### config.mk
export PLATFORM = sky130hd
export DESIGN_NAME = per_source_packet_rate_limiter
export DESIGN_NICKNAME = d
export VERILOG_FILES = /design/src/prl_pkg.sv /design/src/per_source_packet_rate_limiter.sv /design/src/prl_ram.sv /design/src/prl_update.sv
export SDC_FILE = /design/constraint.sdc
export NUM_CORES = 2
export LEC_CHECK = 0
export BUFFER_PORTS_ARGS = -buffer_cell sky130_fd_sc_hd__buf_2
export CAP_MARGIN = 20
export CELL_PAD_IN_SITES_DETAIL_PLACEMENT = 1
export CELL_PAD_IN_SITES_GLOBAL_PLACEMENT = 2
export CORE_MARGIN = 5
export CORE_UTILIZATION = 30
export CTS_CLUSTER_DIAMETER = 150
export DETAILED_ROUTE_END_ITERATION = 10
export PLACE_DENSITY = 0.54
export SLEW_MARGIN = 10
export SYNTH_ARGS = -nofsm -noshare
export SYNTH_HDL_FRONTEND = slang
export SYNTH_SLANG_ARGS = --single-unit
### constraint.sdc
create_clock -name clk_i -period 16.05 [get_ports clk_i]
set_input_delay 0.8025 -clock clk_i [delete_from_list [all_inputs] [get_ports clk_i]]
set_output_delay 0.8025 -clock clk_i [all_outputs]
set_load 0.005 [all_outputs]
### src/prl_pkg.sv
// ----------------------------------------------------------------------------
// prl_pkg
// Shared types and constants of the per-source packet rate limiter.
// ----------------------------------------------------------------------------
package prl_pkg;

  // Number of slots in the direct-mapped table. This must be a power of two,
  // because the slot index is taken from the low address bits.
  localparam int unsigned TABLE_SLOTS = 32;
  localparam int unsigned SLOT_W      = $clog2(TABLE_SLOTS);

  localparam int unsigned ADDR_W  = 32;
  localparam int unsigned TIME_W  = 64;
  localparam int unsigned COUNT_W = 17;
  localparam int unsigned WLEN_W  = 32;
  localparam int unsigned MAXP_W  = 16;
  localparam int unsigned CFG_W   = 32;
  localparam int unsigned CFG_IDX_W = 2;

  localparam logic [COUNT_W-1:0] COUNT_MAX = {COUNT_W{1'b1}};
  localparam logic [COUNT_W-1:0] COUNT_ONE = COUNT_W'(1);

  localparam logic [WLEN_W-1:0] WLEN_RESET = WLEN_W'(1000000);
  localparam logic [MAXP_W-1:0] MAXP_RESET = MAXP_W'(2000);

  // Configuration register indexes.
  typedef enum logic [CFG_IDX_W-1:0] {
    CFG_WINDOW_LENGTH = 2'd0,
    CFG_MAX_PACKETS   = 2'd1
  } cfg_index_e;

  // One table entry as stored in the slot memory.
  typedef struct packed {
    logic [ADDR_W-1:0]  address;
    logic [COUNT_W-1:0] count;
    logic [TIME_W-1:0]  win_origin;
  } slot_entry_t;

  localparam int unsigned ENTRY_W = $bits(slot_entry_t);

  // Result of the update for one item.
  typedef struct packed {
    slot_entry_t entry;
    logic        allowed;
  } slot_update_t;

endpackage

### src/per_source_packet_rate_limiter.sv
// ----------------------------------------------------------------------------
// per_source_packet_rate_limiter
// Fixed-window per-source packet policer over a direct-mapped slot table.
// ----------------------------------------------------------------------------
// Usage:
// The input channel (in_valid_i/in_ready_o) carries one item per packet: its
// source address and the current microsecond time. The output channel
// (out_valid_o/out_ready_i) returns one item per input item, in order, with
// allowed_o set when the packet passes.
// The slot memory is read at the acceptance edge, the compute stage then
// computes the decision, and once the output register is free or draining
// the slot is written back and the output register loaded at the same edge.
// The sustained rate is one item per cycle while the receiver does not stall. A packet
// that hits the slot written at its own acceptance edge takes the written
// entry from a forwarding register, since the memory read at that edge
// still returns the old contents.
// Reset clears the slot valid bits at once, so every slot reads as zero
// (address, count and window start) until it is first written; no clearing
// pass is needed. The configuration registers return to a window of
// 1000000 us and a limit of 2000 packets.
// When the receiver stalls, the result waits in the output register, the
// next item waits in the compute stage, and in_ready_o drops until the
// output register drains.
// ----------------------------------------------------------------------------
module per_source_packet_rate_limiter (
  input  logic                             clk_i,
  input  logic                             rst_ni,
  input  logic                             cfg_we_i,
  input  logic [prl_pkg::CFG_IDX_W-1:0]    cfg_index_i,
  input  logic [prl_pkg::CFG_W-1:0]        cfg_data_i,
  input  logic                             in_valid_i,
  output logic                             in_ready_o,
  input  logic [prl_pkg::ADDR_W-1:0]       source_address_i,
  input  logic [prl_pkg::TIME_W-1:0]       time_now_i,
  output logic                             out_valid_o,
  input  logic                             out_ready_i,
  output logic                             allowed_o
);
  import prl_pkg::*;

  // Configuration registers.
  logic [WLEN_W-1:0] window_length_q;
  logic [MAXP_W-1:0] max_packets_q;

  always_ff @(posedge clk_i or negedge rst_ni) begin
    if (!rst_ni) begin
      window_length_q <= WLEN_RESET;
      max_packets_q   <= MAXP_RESET;
    end else if (cfg_we_i) begin
      case (cfg_index_i)
        CFG_WINDOW_LENGTH: window_length_q <= cfg_data_i[WLEN_W-1:0];
        CFG_MAX_PACKETS:   max_packets_q   <= cfg_data_i[MAXP_W-1:0];
        default: ;
      endcase
    end
  end

  // Handshake and stage control.
  logic              b_valid_q;
  logic              out_valid_q;
  logic              allowed_q;
  logic              b_adv;
  logic              in_accept;
  logic [SLOT_W-1:0] in_idx;

  assign b_adv      = b_valid_q && (!out_valid_q || out_ready_i);
  assign in_ready_o = !b_valid_q || b_adv;
  assign in_accept  = in_valid_i && in_ready_o;
  assign in_idx     = source_address_i[SLOT_W-1:0];

  // Compute stage: holds the item while its slot is read.
  logic [ADDR_W-1:0] b_addr_q;
  logic [TIME_W-1:0] b_time_q;
  logic [SLOT_W-1:0] b_idx_q;
  logic              b_slot_vld_q;
  logic              b_fwd_q;

  // Per-slot valid bits; a slot never written reads as all zero.
  logic [TABLE_SLOTS-1:0] slot_vld_q;

  // Forwarding register: the entry written at the acceptance edge.
  slot_entry_t       fwd_entry_q;
  logic [SLOT_W-1:0] fwd_idx_q;

  logic [ENTRY_W-1:0] ram_rdata;
  slot_entry_t        rd_entry;
  slot_entry_t        cur_entry;
  slot_update_t       upd;

  prl_ram #(
    .WIDTH (ENTRY_W),
    .DEPTH (TABLE_SLOTS)
  ) u_slot_ram (
    .clk_i   (clk_i),
    .we_i    (b_adv),
    .waddr_i (b_idx_q),
    .wdata_i (upd.entry),
    .re_i    (in_accept),
    .raddr_i (in_idx),
    .rdata_o (ram_rdata)
  );

  always_comb begin
    rd_entry = slot_entry_t'(ram_rdata);
    if (b_fwd_q && (fwd_idx_q == b_idx_q)) begin
      cur_entry = fwd_entry_q;
    end else if (b_slot_vld_q) begin
      cur_entry = rd_entry;
    end else begin
      cur_entry = '0;
    end
  end

  prl_update u_update (
    .entry_i          (cur_entry),
    .source_address_i (b_addr_q),
    .time_now_i       (b_time_q),
    .window_length_i  (window_length_q),
    .max_packets_i    (max_packets_q),
    .update_o         (upd)
  );

  always_ff @(posedge clk_i or negedge rst_ni) begin
    if (!rst_ni) begin
      b_valid_q   <= 1'b0;
      out_valid_q <= 1'b0;
      slot_vld_q  <= '0;
    end else begin
      if (in_accept) begin
        b_valid_q <= 1'b1;
      end else if (b_adv) begin
        b_valid_q <= 1'b0;
      end
      if (b_adv) begin
        out_valid_q         <= 1'b1;
        slot_vld_q[b_idx_q] <= 1'b1;
      end else if (out_ready_i) begin
        out_valid_q <= 1'b0;
      end
    end
  end

  // Payload registers.
  always_ff @(posedge clk_i) begin
    if (in_accept) begin
      b_addr_q     <= source_address_i;
      b_time_q     <= time_now_i;
      b_idx_q      <= in_idx;
      b_slot_vld_q <= slot_vld_q[in_idx];
      b_fwd_q      <= b_adv;
    end
    if (b_adv) begin
      allowed_q   <= upd.allowed;
      fwd_entry_q <= upd.entry;
      fwd_idx_q   <= b_idx_q;
    end
  end

  assign out_valid_o = out_valid_q;
  assign allowed_o   = allowed_q;

  // A stalled compute stage keeps its item.
  a_stage_holds: assert property (@(posedge clk_i) disable iff (!rst_ni)
    (b_valid_q && !b_adv) |=> b_valid_q)
    else $error("compute stage lost an item while stalled");

  // An item is only accepted when the compute stage is free or draining.
  a_no_overwrite: assert property (@(posedge clk_i) disable iff (!rst_ni)
    in_accept |-> (!b_valid_q || b_adv))
    else $error("compute stage overwritten");

  // A written slot is marked valid from the next cycle on.
  a_slot_marked: assert property (@(posedge clk_i) disable iff (!rst_ni)
    b_adv |=> slot_vld_q[$past(b_idx_q)])
    else $error("written slot not marked valid");

  // Every write-back leaves a nonzero count.
  a_count_nonzero: assert property (@(posedge clk_i) disable iff (!rst_ni)
    b_adv |-> (upd.entry.count != '0))
    else $error("slot written with zero count");

endmodule

### src/prl_ram.sv
// ----------------------------------------------------------------------------
// prl_ram
// Generic single-write, single-read synchronous RAM with registered read.
// ----------------------------------------------------------------------------
module prl_ram #(
  parameter int unsigned WIDTH = 8,
  parameter int unsigned DEPTH = 16
) (
  input  logic                     clk_i,
  input  logic                     we_i,
  input  logic [$clog2(DEPTH)-1:0] waddr_i,
  input  logic [WIDTH-1:0]         wdata_i,
  input  logic                     re_i,
  input  logic [$clog2(DEPTH)-1:0] raddr_i,
  output logic [WIDTH-1:0]         rdata_o
);

  logic [WIDTH-1:0] mem_q [DEPTH];
  logic [WIDTH-1:0] rdata_q;

  always_ff @(posedge clk_i) begin
    if (we_i) begin
      mem_q[waddr_i] <= wdata_i;
    end
  end

  always_ff @(posedge clk_i) begin
    if (re_i) begin
      rdata_q <= mem_q[raddr_i];
    end
  end

  assign rdata_o = rdata_q;

endmodule

### src/prl_update.sv
// ----------------------------------------------------------------------------
// prl_update
// Fixed-window decision and new slot contents for one packet.
// ----------------------------------------------------------------------------
module prl_update (
  input  prl_pkg::slot_entry_t             entry_i,
  input  logic [prl_pkg::ADDR_W-1:0]       source_address_i,
  input  logic [prl_pkg::TIME_W-1:0]       time_now_i,
  input  logic [prl_pkg::WLEN_W-1:0]       window_length_i,
  input  logic [prl_pkg::MAXP_W-1:0]       max_packets_i,
  output prl_pkg::slot_update_t            update_o
);
  import prl_pkg::*;

  logic [TIME_W-1:0]  elapsed;
  logic               expired;
  logic [COUNT_W-1:0] count_inc;

  always_comb begin
    elapsed   = time_now_i - entry_i.win_origin;
    expired   = elapsed > {{(TIME_W-WLEN_W){1'b0}}, window_length_i};
    count_inc = (entry_i.count == COUNT_MAX) ? COUNT_MAX : entry_i.count + COUNT_ONE;

    update_o.entry.address = source_address_i;
    if ((entry_i.address != source_address_i) || expired) begin
      // Slot taken over or window over: start a fresh window.
      update_o.entry.count      = COUNT_ONE;
      update_o.entry.win_origin = time_now_i;
      update_o.allowed          = 1'b1;
    end else begin
      update_o.entry.count      = count_inc;
      update_o.entry.win_origin = entry_i.win_origin;
      update_o.allowed = count_inc <= {{(COUNT_W-MAXP_W){1'b0}}, max_packets_i};
    end
  end

endmodule
Word level (Yosys, flattened, before mapping):

Memory sizes are Yosys's and may differ from the RTL's. A register that Yosys moved wholly into a read port is not among the register bits.
Cells that the tools add are included.
W data, S select, Z words.

* bitwise gates (word level): 1
* order comparisons: 5
* reduce and logical (&&, ||, !) cells: 14
* equality and inequality tests: 4
* $add $sub $neg: 2
* multiplexer cells: 14

Operator list (number)
* $mux W113: 2
* $mux W82: 1
* $gt A64 B32 Y1: 1
* $sub A64 B64 Y64: 1
* $ne A32 B32 Y1: 1
* $or A32 B32 Y32: 1
* $add A17 B1 Y17 const B: 1
* $eq A17 B17 Y1 const B: 1
* $le A17 B16 Y1: 1
* $mux W17: 1
* $lt A5 B6 Y1 const B: 2
* $mux W1: 8
* $bmux W1 S5: 1
* $demux W1 S5: 1
* $eq A5 B5 Y1: 1
* $ge A5 B1 Y1 const B: 1
* $logic_and A1 B1 Y1: 4
* $reduce_and A2 Y1: 2
* $reduce_bool A2 Y1: 2
* $logic_or A1 B1 Y1: 3
* $eq A2 B1 Y1 const B: 1
* $logic_not A1 Y1: 2
* $logic_not A2 Y1: 1

* bits in writable memories: 3616
* input port bits: 135
* output and inout port bits: 3
* memories: 1
* bits in registers: 304
* word-level logic and storage cells: 56

Memories
* u_slot_ram.mem_q: depth 32, width 113, read ports 1, clocked after memory_dff 1, write ports 1, line prl_ram.sv:18 `logic [WIDTH-1:0] mem_q [DEPTH];`

Logic depth before layout (Yosys ltp):

* word-level depth: 7
* gate-level depth with buffers: 39

Modules after synthesis:

A second synthesis with hierarchy kept.

* cells, all modules: 8605
* area total of the unflattened synthesis: 160475.2 µm²

Modules (own cells, without submodules)
* prl_ram: area an instance 140551.0 µm², cells an instance 6580, instances 1
* per_source_packet_rate_limiter: area an instance 11707.5 µm², cells an instance 840, instances 1
* prl_update: area an instance 8216.6 µm², cells an instance 1185, instances 1

Least setup slack after synthesis:

Ideal clock, no wire load.

* path kind: in2reg
* start: input port out_ready_i
* end: register slot_vld_q[14]
* slack: 6.631 ns
* arrival time: 9.324 ns
* library setup time: 0.095 ns
* stages: 6
* path through: nand2b_1 -> nand2_1 -> inv_1 -> nand3_1 -> nor2_1 -> or2_2

* longest elaborated chain between the ends: 2

RTL lines
* start, declared: line per_source_packet_rate_limiter.sv:36 `input logic out_ready_i,`
* $logic_or A1 B1 Y1: line per_source_packet_rate_limiter.sv:66 `assign b_adv = b_valid_q && (!out_valid_q || out_ready_i);`
* $logic_and A1 B1 Y1: line per_source_packet_rate_limiter.sv:66
* net b_adv: line per_source_packet_rate_limiter.sv:62 `logic b_adv;`
* end signal, assigned: line per_source_packet_rate_limiter.sv:127 `slot_vld_q <= '0;`
* end signal, assigned by index: line per_source_packet_rate_limiter.sv:136 `slot_vld_q[b_idx_q] <= 1'b1;`
* end, declared: line per_source_packet_rate_limiter.sv:79 `logic [TABLE_SLOTS-1:0] slot_vld_q;`

The timed path passes the listed nets, and every way through them passes these cells.
A chain may end at the register's enable or synchronous reset.

==> impl_metrics.prom <==
# TYPE chip_impl_metric gauge
chip_impl_metric{name="critical_path_peak_fanout",unit=""} 49
chip_impl_metric{name="synth_warnings",unit=""} 0
chip_impl_metric{name="synth_enable_flop_cells",unit=""} 3941
chip_impl_metric{name="tightest_slew",unit="ns"} 1.21
chip_impl_metric{name="fin_crit",unit="ns"} 11.26
chip_impl_info{name="layout.cells.most_common_list",value="3941 x edfxtp_1, 1140 x mux4_2, 426 x clkbuf_16, 230 x buf_4, 198 x a21oi_1"} 1
chip_impl_metric{name="setup-violations-final",unit=""} 0
chip_impl_metric{name="timing_max_transition_violations_final",unit=""} 0
chip_impl_metric{name="fmax",unit="GHz"} 0.0888
chip_impl_info{name="critical_path.startpoint_type",value="register"} 1
chip_impl_metric{name="drtAntennaViolNets",unit=""} 0
chip_impl_metric{name="initial_antenna_violation_count",unit=""} 24
chip_impl_info{name="timing.critical_path.to_type",value="register"} 1
chip_impl_metric{name="via_count_of_the_first_global_routing_pass",unit=""} 86100
chip_impl_metric{name="power.density_cell_area",unit="nW/um2"} 126
chip_impl_metric{name="route.vias.total",unit=""} 81500
chip_impl_metric{name="cts.sinks",unit=""} 4023
chip_impl_metric{name="initialDrtViolationCount",unit=""} 7786
chip_impl_metric{name="tritoncts.num_buffers",unit=""} 417
chip_impl_info{name="critical_path.reg2reg.startpoint",value="b_addr_q[0]"} 1
chip_impl_metric{name="synth.yosys.seq_area_share",unit="%"} 75.1
chip_impl_metric{name="final_min_period_over_clock_period",unit="%"} 70.2
chip_impl_metric{name="p_leak",unit="nW"} 59.1
chip_impl_metric{name="first_pass_grt_wire_length",unit="um"} 727000
chip_impl_info{name="layout_commonest_cell",value="edfxtp_1"} 1
chip_impl_metric{name="port_buffers",unit=""} 137
chip_impl_metric{name="ratio_of_cells_with_drive_above_1_in_the_final_layout",unit="%"} 29.7
chip_impl_metric{name="final-hold-violation-count",unit=""} 0
chip_impl_metric{name="syn-instance-count",unit=""} 7461
chip_impl_metric{name="route.detailed.drc",unit=""} 0
chip_impl_info{name="critical-path-top-cell-by-count",value="buf_4"} 1
chip_impl_metric{name="grt_max_degree",unit=""} 137
chip_impl_metric{name="io_pins",unit=""} 138
chip_impl_metric{name="mappedNetlistNets",unit=""} 7695
chip_impl_metric{name="grt.total_usage",unit="%"} 18.8
chip_impl_metric{name="residual_overflow_from_global_routing",unit=""} 0
chip_impl_metric{name="max_slew_margin",unit="%"} 19.2
chip_impl_metric{name="fp.dieW",unit="um"} 741
chip_impl_metric{name="gpl_congestion",unit=""} 0.855
chip_impl_metric{name="arrival",unit="ns"} 12.09
chip_impl_metric{name="floorplan.die_area",unit="um2"} 549000
chip_impl_metric{name="power.ir.vdd_worst",unit="mV"} 0.0880
chip_impl_info{name="grt_setup_unrepaired",value="no"} 1
chip_impl_metric{name="ys_types",unit=""} 90
chip_impl_metric{name="dp.final_hpwl",unit="um"} 290000
chip_impl_metric{name="avgRoutedWirePerCell",unit="um"} 34.4
chip_impl_metric{name="start_util",unit="%"} 30.1
chip_impl_info{name="run_status",value="complete, no violations"} 1
chip_impl_metric{name="fp-row-count",unit=""} 268
chip_impl_info{name="cpMaxStageDelayCell",value="mux2i_2"} 1
chip_impl_info{name="synth_top_flop_cell",value="edfxtp_1"} 1
chip_impl_info{name="clock-root-buffer",value="clkbuf_16"} 1
chip_impl_metric{name="core_area",unit="um2"} 533000
chip_impl_metric{name="critical_path_max_stage_delay",unit="ns"} 0.86
chip_impl_metric{name="cts_post_setup_buffers_inserted",unit=""} 0
chip_impl_metric{name="num-nets-final",unit=""} 8245
chip_impl_info{name="timing.hold.worst.class",value="in2reg"} 1
chip_impl_metric{name="htree_num_levels",unit=""} 5
chip_impl_metric{name="cp_data_required_time",unit="ns"} 16.88
chip_impl_metric{name="worstSkewPairLatency",unit="ns"} 1.01
chip_impl_metric{name="yosys_register_bits",unit=""} 4023
chip_impl_metric{name="flow.area_growth_from_synthesis",unit="%"} 16.0
chip_impl_metric{name="fin_worst_skew",unit="ns"} 0.0640
chip_impl_metric{name="viasPerCell",unit=""} 5.29
chip_impl_metric{name="drt_wl_total",unit="um"} 530000
chip_impl_metric{name="post_synthesis_average_cell_area",unit="um2"} 21.5
chip_impl_metric{name="cts-root-to-sink-buffers",unit=""} 4
chip_impl_metric{name="ctsResizeCount",unit=""} 0
chip_impl_metric{name="async_s_r_ff_share_synth",unit="%"} 2.04
chip_impl_metric{name="maxCapViolations",unit=""} 0
chip_impl_metric{name="first_pass_iters",unit=""} 5
chip_impl_metric{name="setup_tns",unit="ns"} 0
chip_impl_metric{name="postLayoutCellArea",unit="um2"} 186000
chip_impl_info{name="path_class",value="reg2reg"} 1
chip_impl_metric{name="synthesis.area",unit="um2"} 160000
chip_impl_info{name="crit_path_start",value="b_addr_q[0]"} 1
chip_impl_info{name="cts_tree",value="built"} 1
chip_impl_metric{name="placed_cell_area",unit="um2"} 172000
chip_impl_metric{name="die_y",unit="um"} 741
chip_impl_info{name="hold_path.startpoint",value="time_now_i[51]"} 1
chip_impl_metric{name="clock_input_transition_at_the_sequential_cells_of_the_worst_setup_and_hold_paths",unit="ns"} 0.06
metrics by stage:
step / hold WS [ns] / total power, W / utilization, % / worst slack, ns / cells
3_3_place_gp: 0.446 / 0.0139 / 32.1 / 4.42 / 14500
6_report: 0.0814 / 0.0234 / 34.9 / 4.79 / 15400
2_1_floorplan: 0.434 / 0.0132 / - / 6.63 / 7461
5_1_grt: 0.0261 / 0.0242 / 34.9 / 4.26 / 15400
4_1_cts: 0.00355 / 0.0236 / 34.9 / 4.79 / 15400
3_5_place_dp: 0.451 / 0.0139 / 32.2 / 4.86 / 14500
flip-flops by register name, indices dropped and copies added (netlist names):
name	cells
b_time_q	64
slot_vld_q	32
b_addr_q	32
u_slot_ram.mem_q	3616
out_valid_o	1
b_fwd_q	1
b_valid_q	1
allowed_o	1
window_length_q	32
max_packets_q	16
u_slot_ram.rdata_o	113
fwd_entry_q	113
b_slot_vld_q	1
worst paths after layout:
kind	to	slack [ns]	cells past startpoint
setup / recovery	u_slot_ram.mem_q[11][15]	4.79	35
hold / removal	b_time_q[51]	0.08	1
setup reg to reg	u_slot_ram.mem_q[11][15]	4.79	35
hold reg to reg	slot_vld_q[30]	0.46	1
max in group asynchronous	slot_vld_q[0]	14.12	3
min in group asynchronous	window_length_q[20]	0.61	2
synthesized netlist by cell type (12+ instances only):
cell type / n / area share (%)
a211oi_1: 15 / 0.070
a21o_1: 54 / 0.25
a21oi_1: 210 / 0.66
a31oi_1: 23 / 0.090
and3_1: 74 / 0.29
and4_1: 13 / 0.071
buf_1: 95 / 0.22
buf_2: 18 / 0.056
clkbuf_1: 248 / 0.58
dfrtp_1: 69 / 1.1
dfstp_2: 13 / 0.21
edfxtp_1: 3941 / 74
ha_1: 99 / 0.77
inv_1: 156 / 0.37
mux2_2: 135 / 0.95
mux2i_1: 63 / 0.39
mux4_2: 1140 / 16
nand2_1: 194 / 0.45
nand2b_1: 42 / 0.16
nand3_1: 59 / 0.18
nand3b_1: 12 / 0.056
nand4_1: 53 / 0.21
nor2_1: 134 / 0.31
nor2b_1: 28 / 0.11
nor3_1: 36 / 0.11
nor4_1: 21 / 0.082
o2111ai_1: 13 / 0.071
o211ai_1: 19 / 0.089
o21a_1: 20 / 0.094
o21ai_0: 120 / 0.37
o22ai_1: 17 / 0.066
or2_2: 43 / 0.17
or3_1: 12 / 0.047
xnor2_1: 45 / 0.25
xor2_1: 29 / 0.16
cell type report:
type / instances / area (um2)
diodes: 7 / 17.5
clock buffers: 521 / 11100
clock inverters: 253 / 2430
fillers: 51600 / 347000
inverters: 156 / 593
multi-input cells: 2909 / 38400
flip-flops and latches: 4023 / 120000
well taps: 7020 / 8780
repair buffers: 504 / 4240
metal layers:
layer | GRT usage, % | vias to the layer above | part of all wire (%) | wire length, um
li1 | - | 32600 | - | -
met1 | 25.6 | 46000 | 43 | 228000
met2 | 32.3 | 2294 | 50 | 265000
met3 | 2.00 | 624 | 4.1 | 21900
met4 | 4.64 | 6 | 2.7 | 14100
met5 | 0 | - | 0.0079 | 42
worst max-delay path: cells and delay by family, from the launching register on:
kind	cells	cell delay, ns
compound gates	16	3.26
xor+xnor	2	0.37
fa+ha+maj	2	0.74
buf+inv	6	2.65
flops	1	0.70
mux	1	0.86
simple gates	8	2.31
cell families (layout without fill, tap and decap cells):
| kind of cell | after synthesis | in the layout | synth area share, % |
|---|---|---|---|
| AO/OA/AOI/OAI | 621 | 621 | 2.48 |
| AND/OR/NAND/NOR | 768 | 768 | 2.49 |
| buffers and inverters | 529 | 1434 | 1.31 |
| XOR/XNOR | 76 | 76 | 0.425 |
| other | 0 | 7 | 0 |
| flip-flops | 4023 | 4023 | 75.1 |
| multiplexers | 1343 | 1343 | 17.4 |
| adder cells (fa/ha/maj) | 101 | 101 | 0.785 |
timing repair:
item | 4_1_cts | 5_1_grt
hold buffers | 80 | 0
endpoints found under the hold margin | 99 | 0
endpoints found under the setup margin | 0 | 0
power by group:
part	switching [W]	leakage, nW	internal, W
clock network	0.00415	6.57	0.00552
logic	0.00118	15.2	0.000691
registers	0.0000985	37.3	0.0117
No activity file was read; power rests on OpenSTA's default activity.
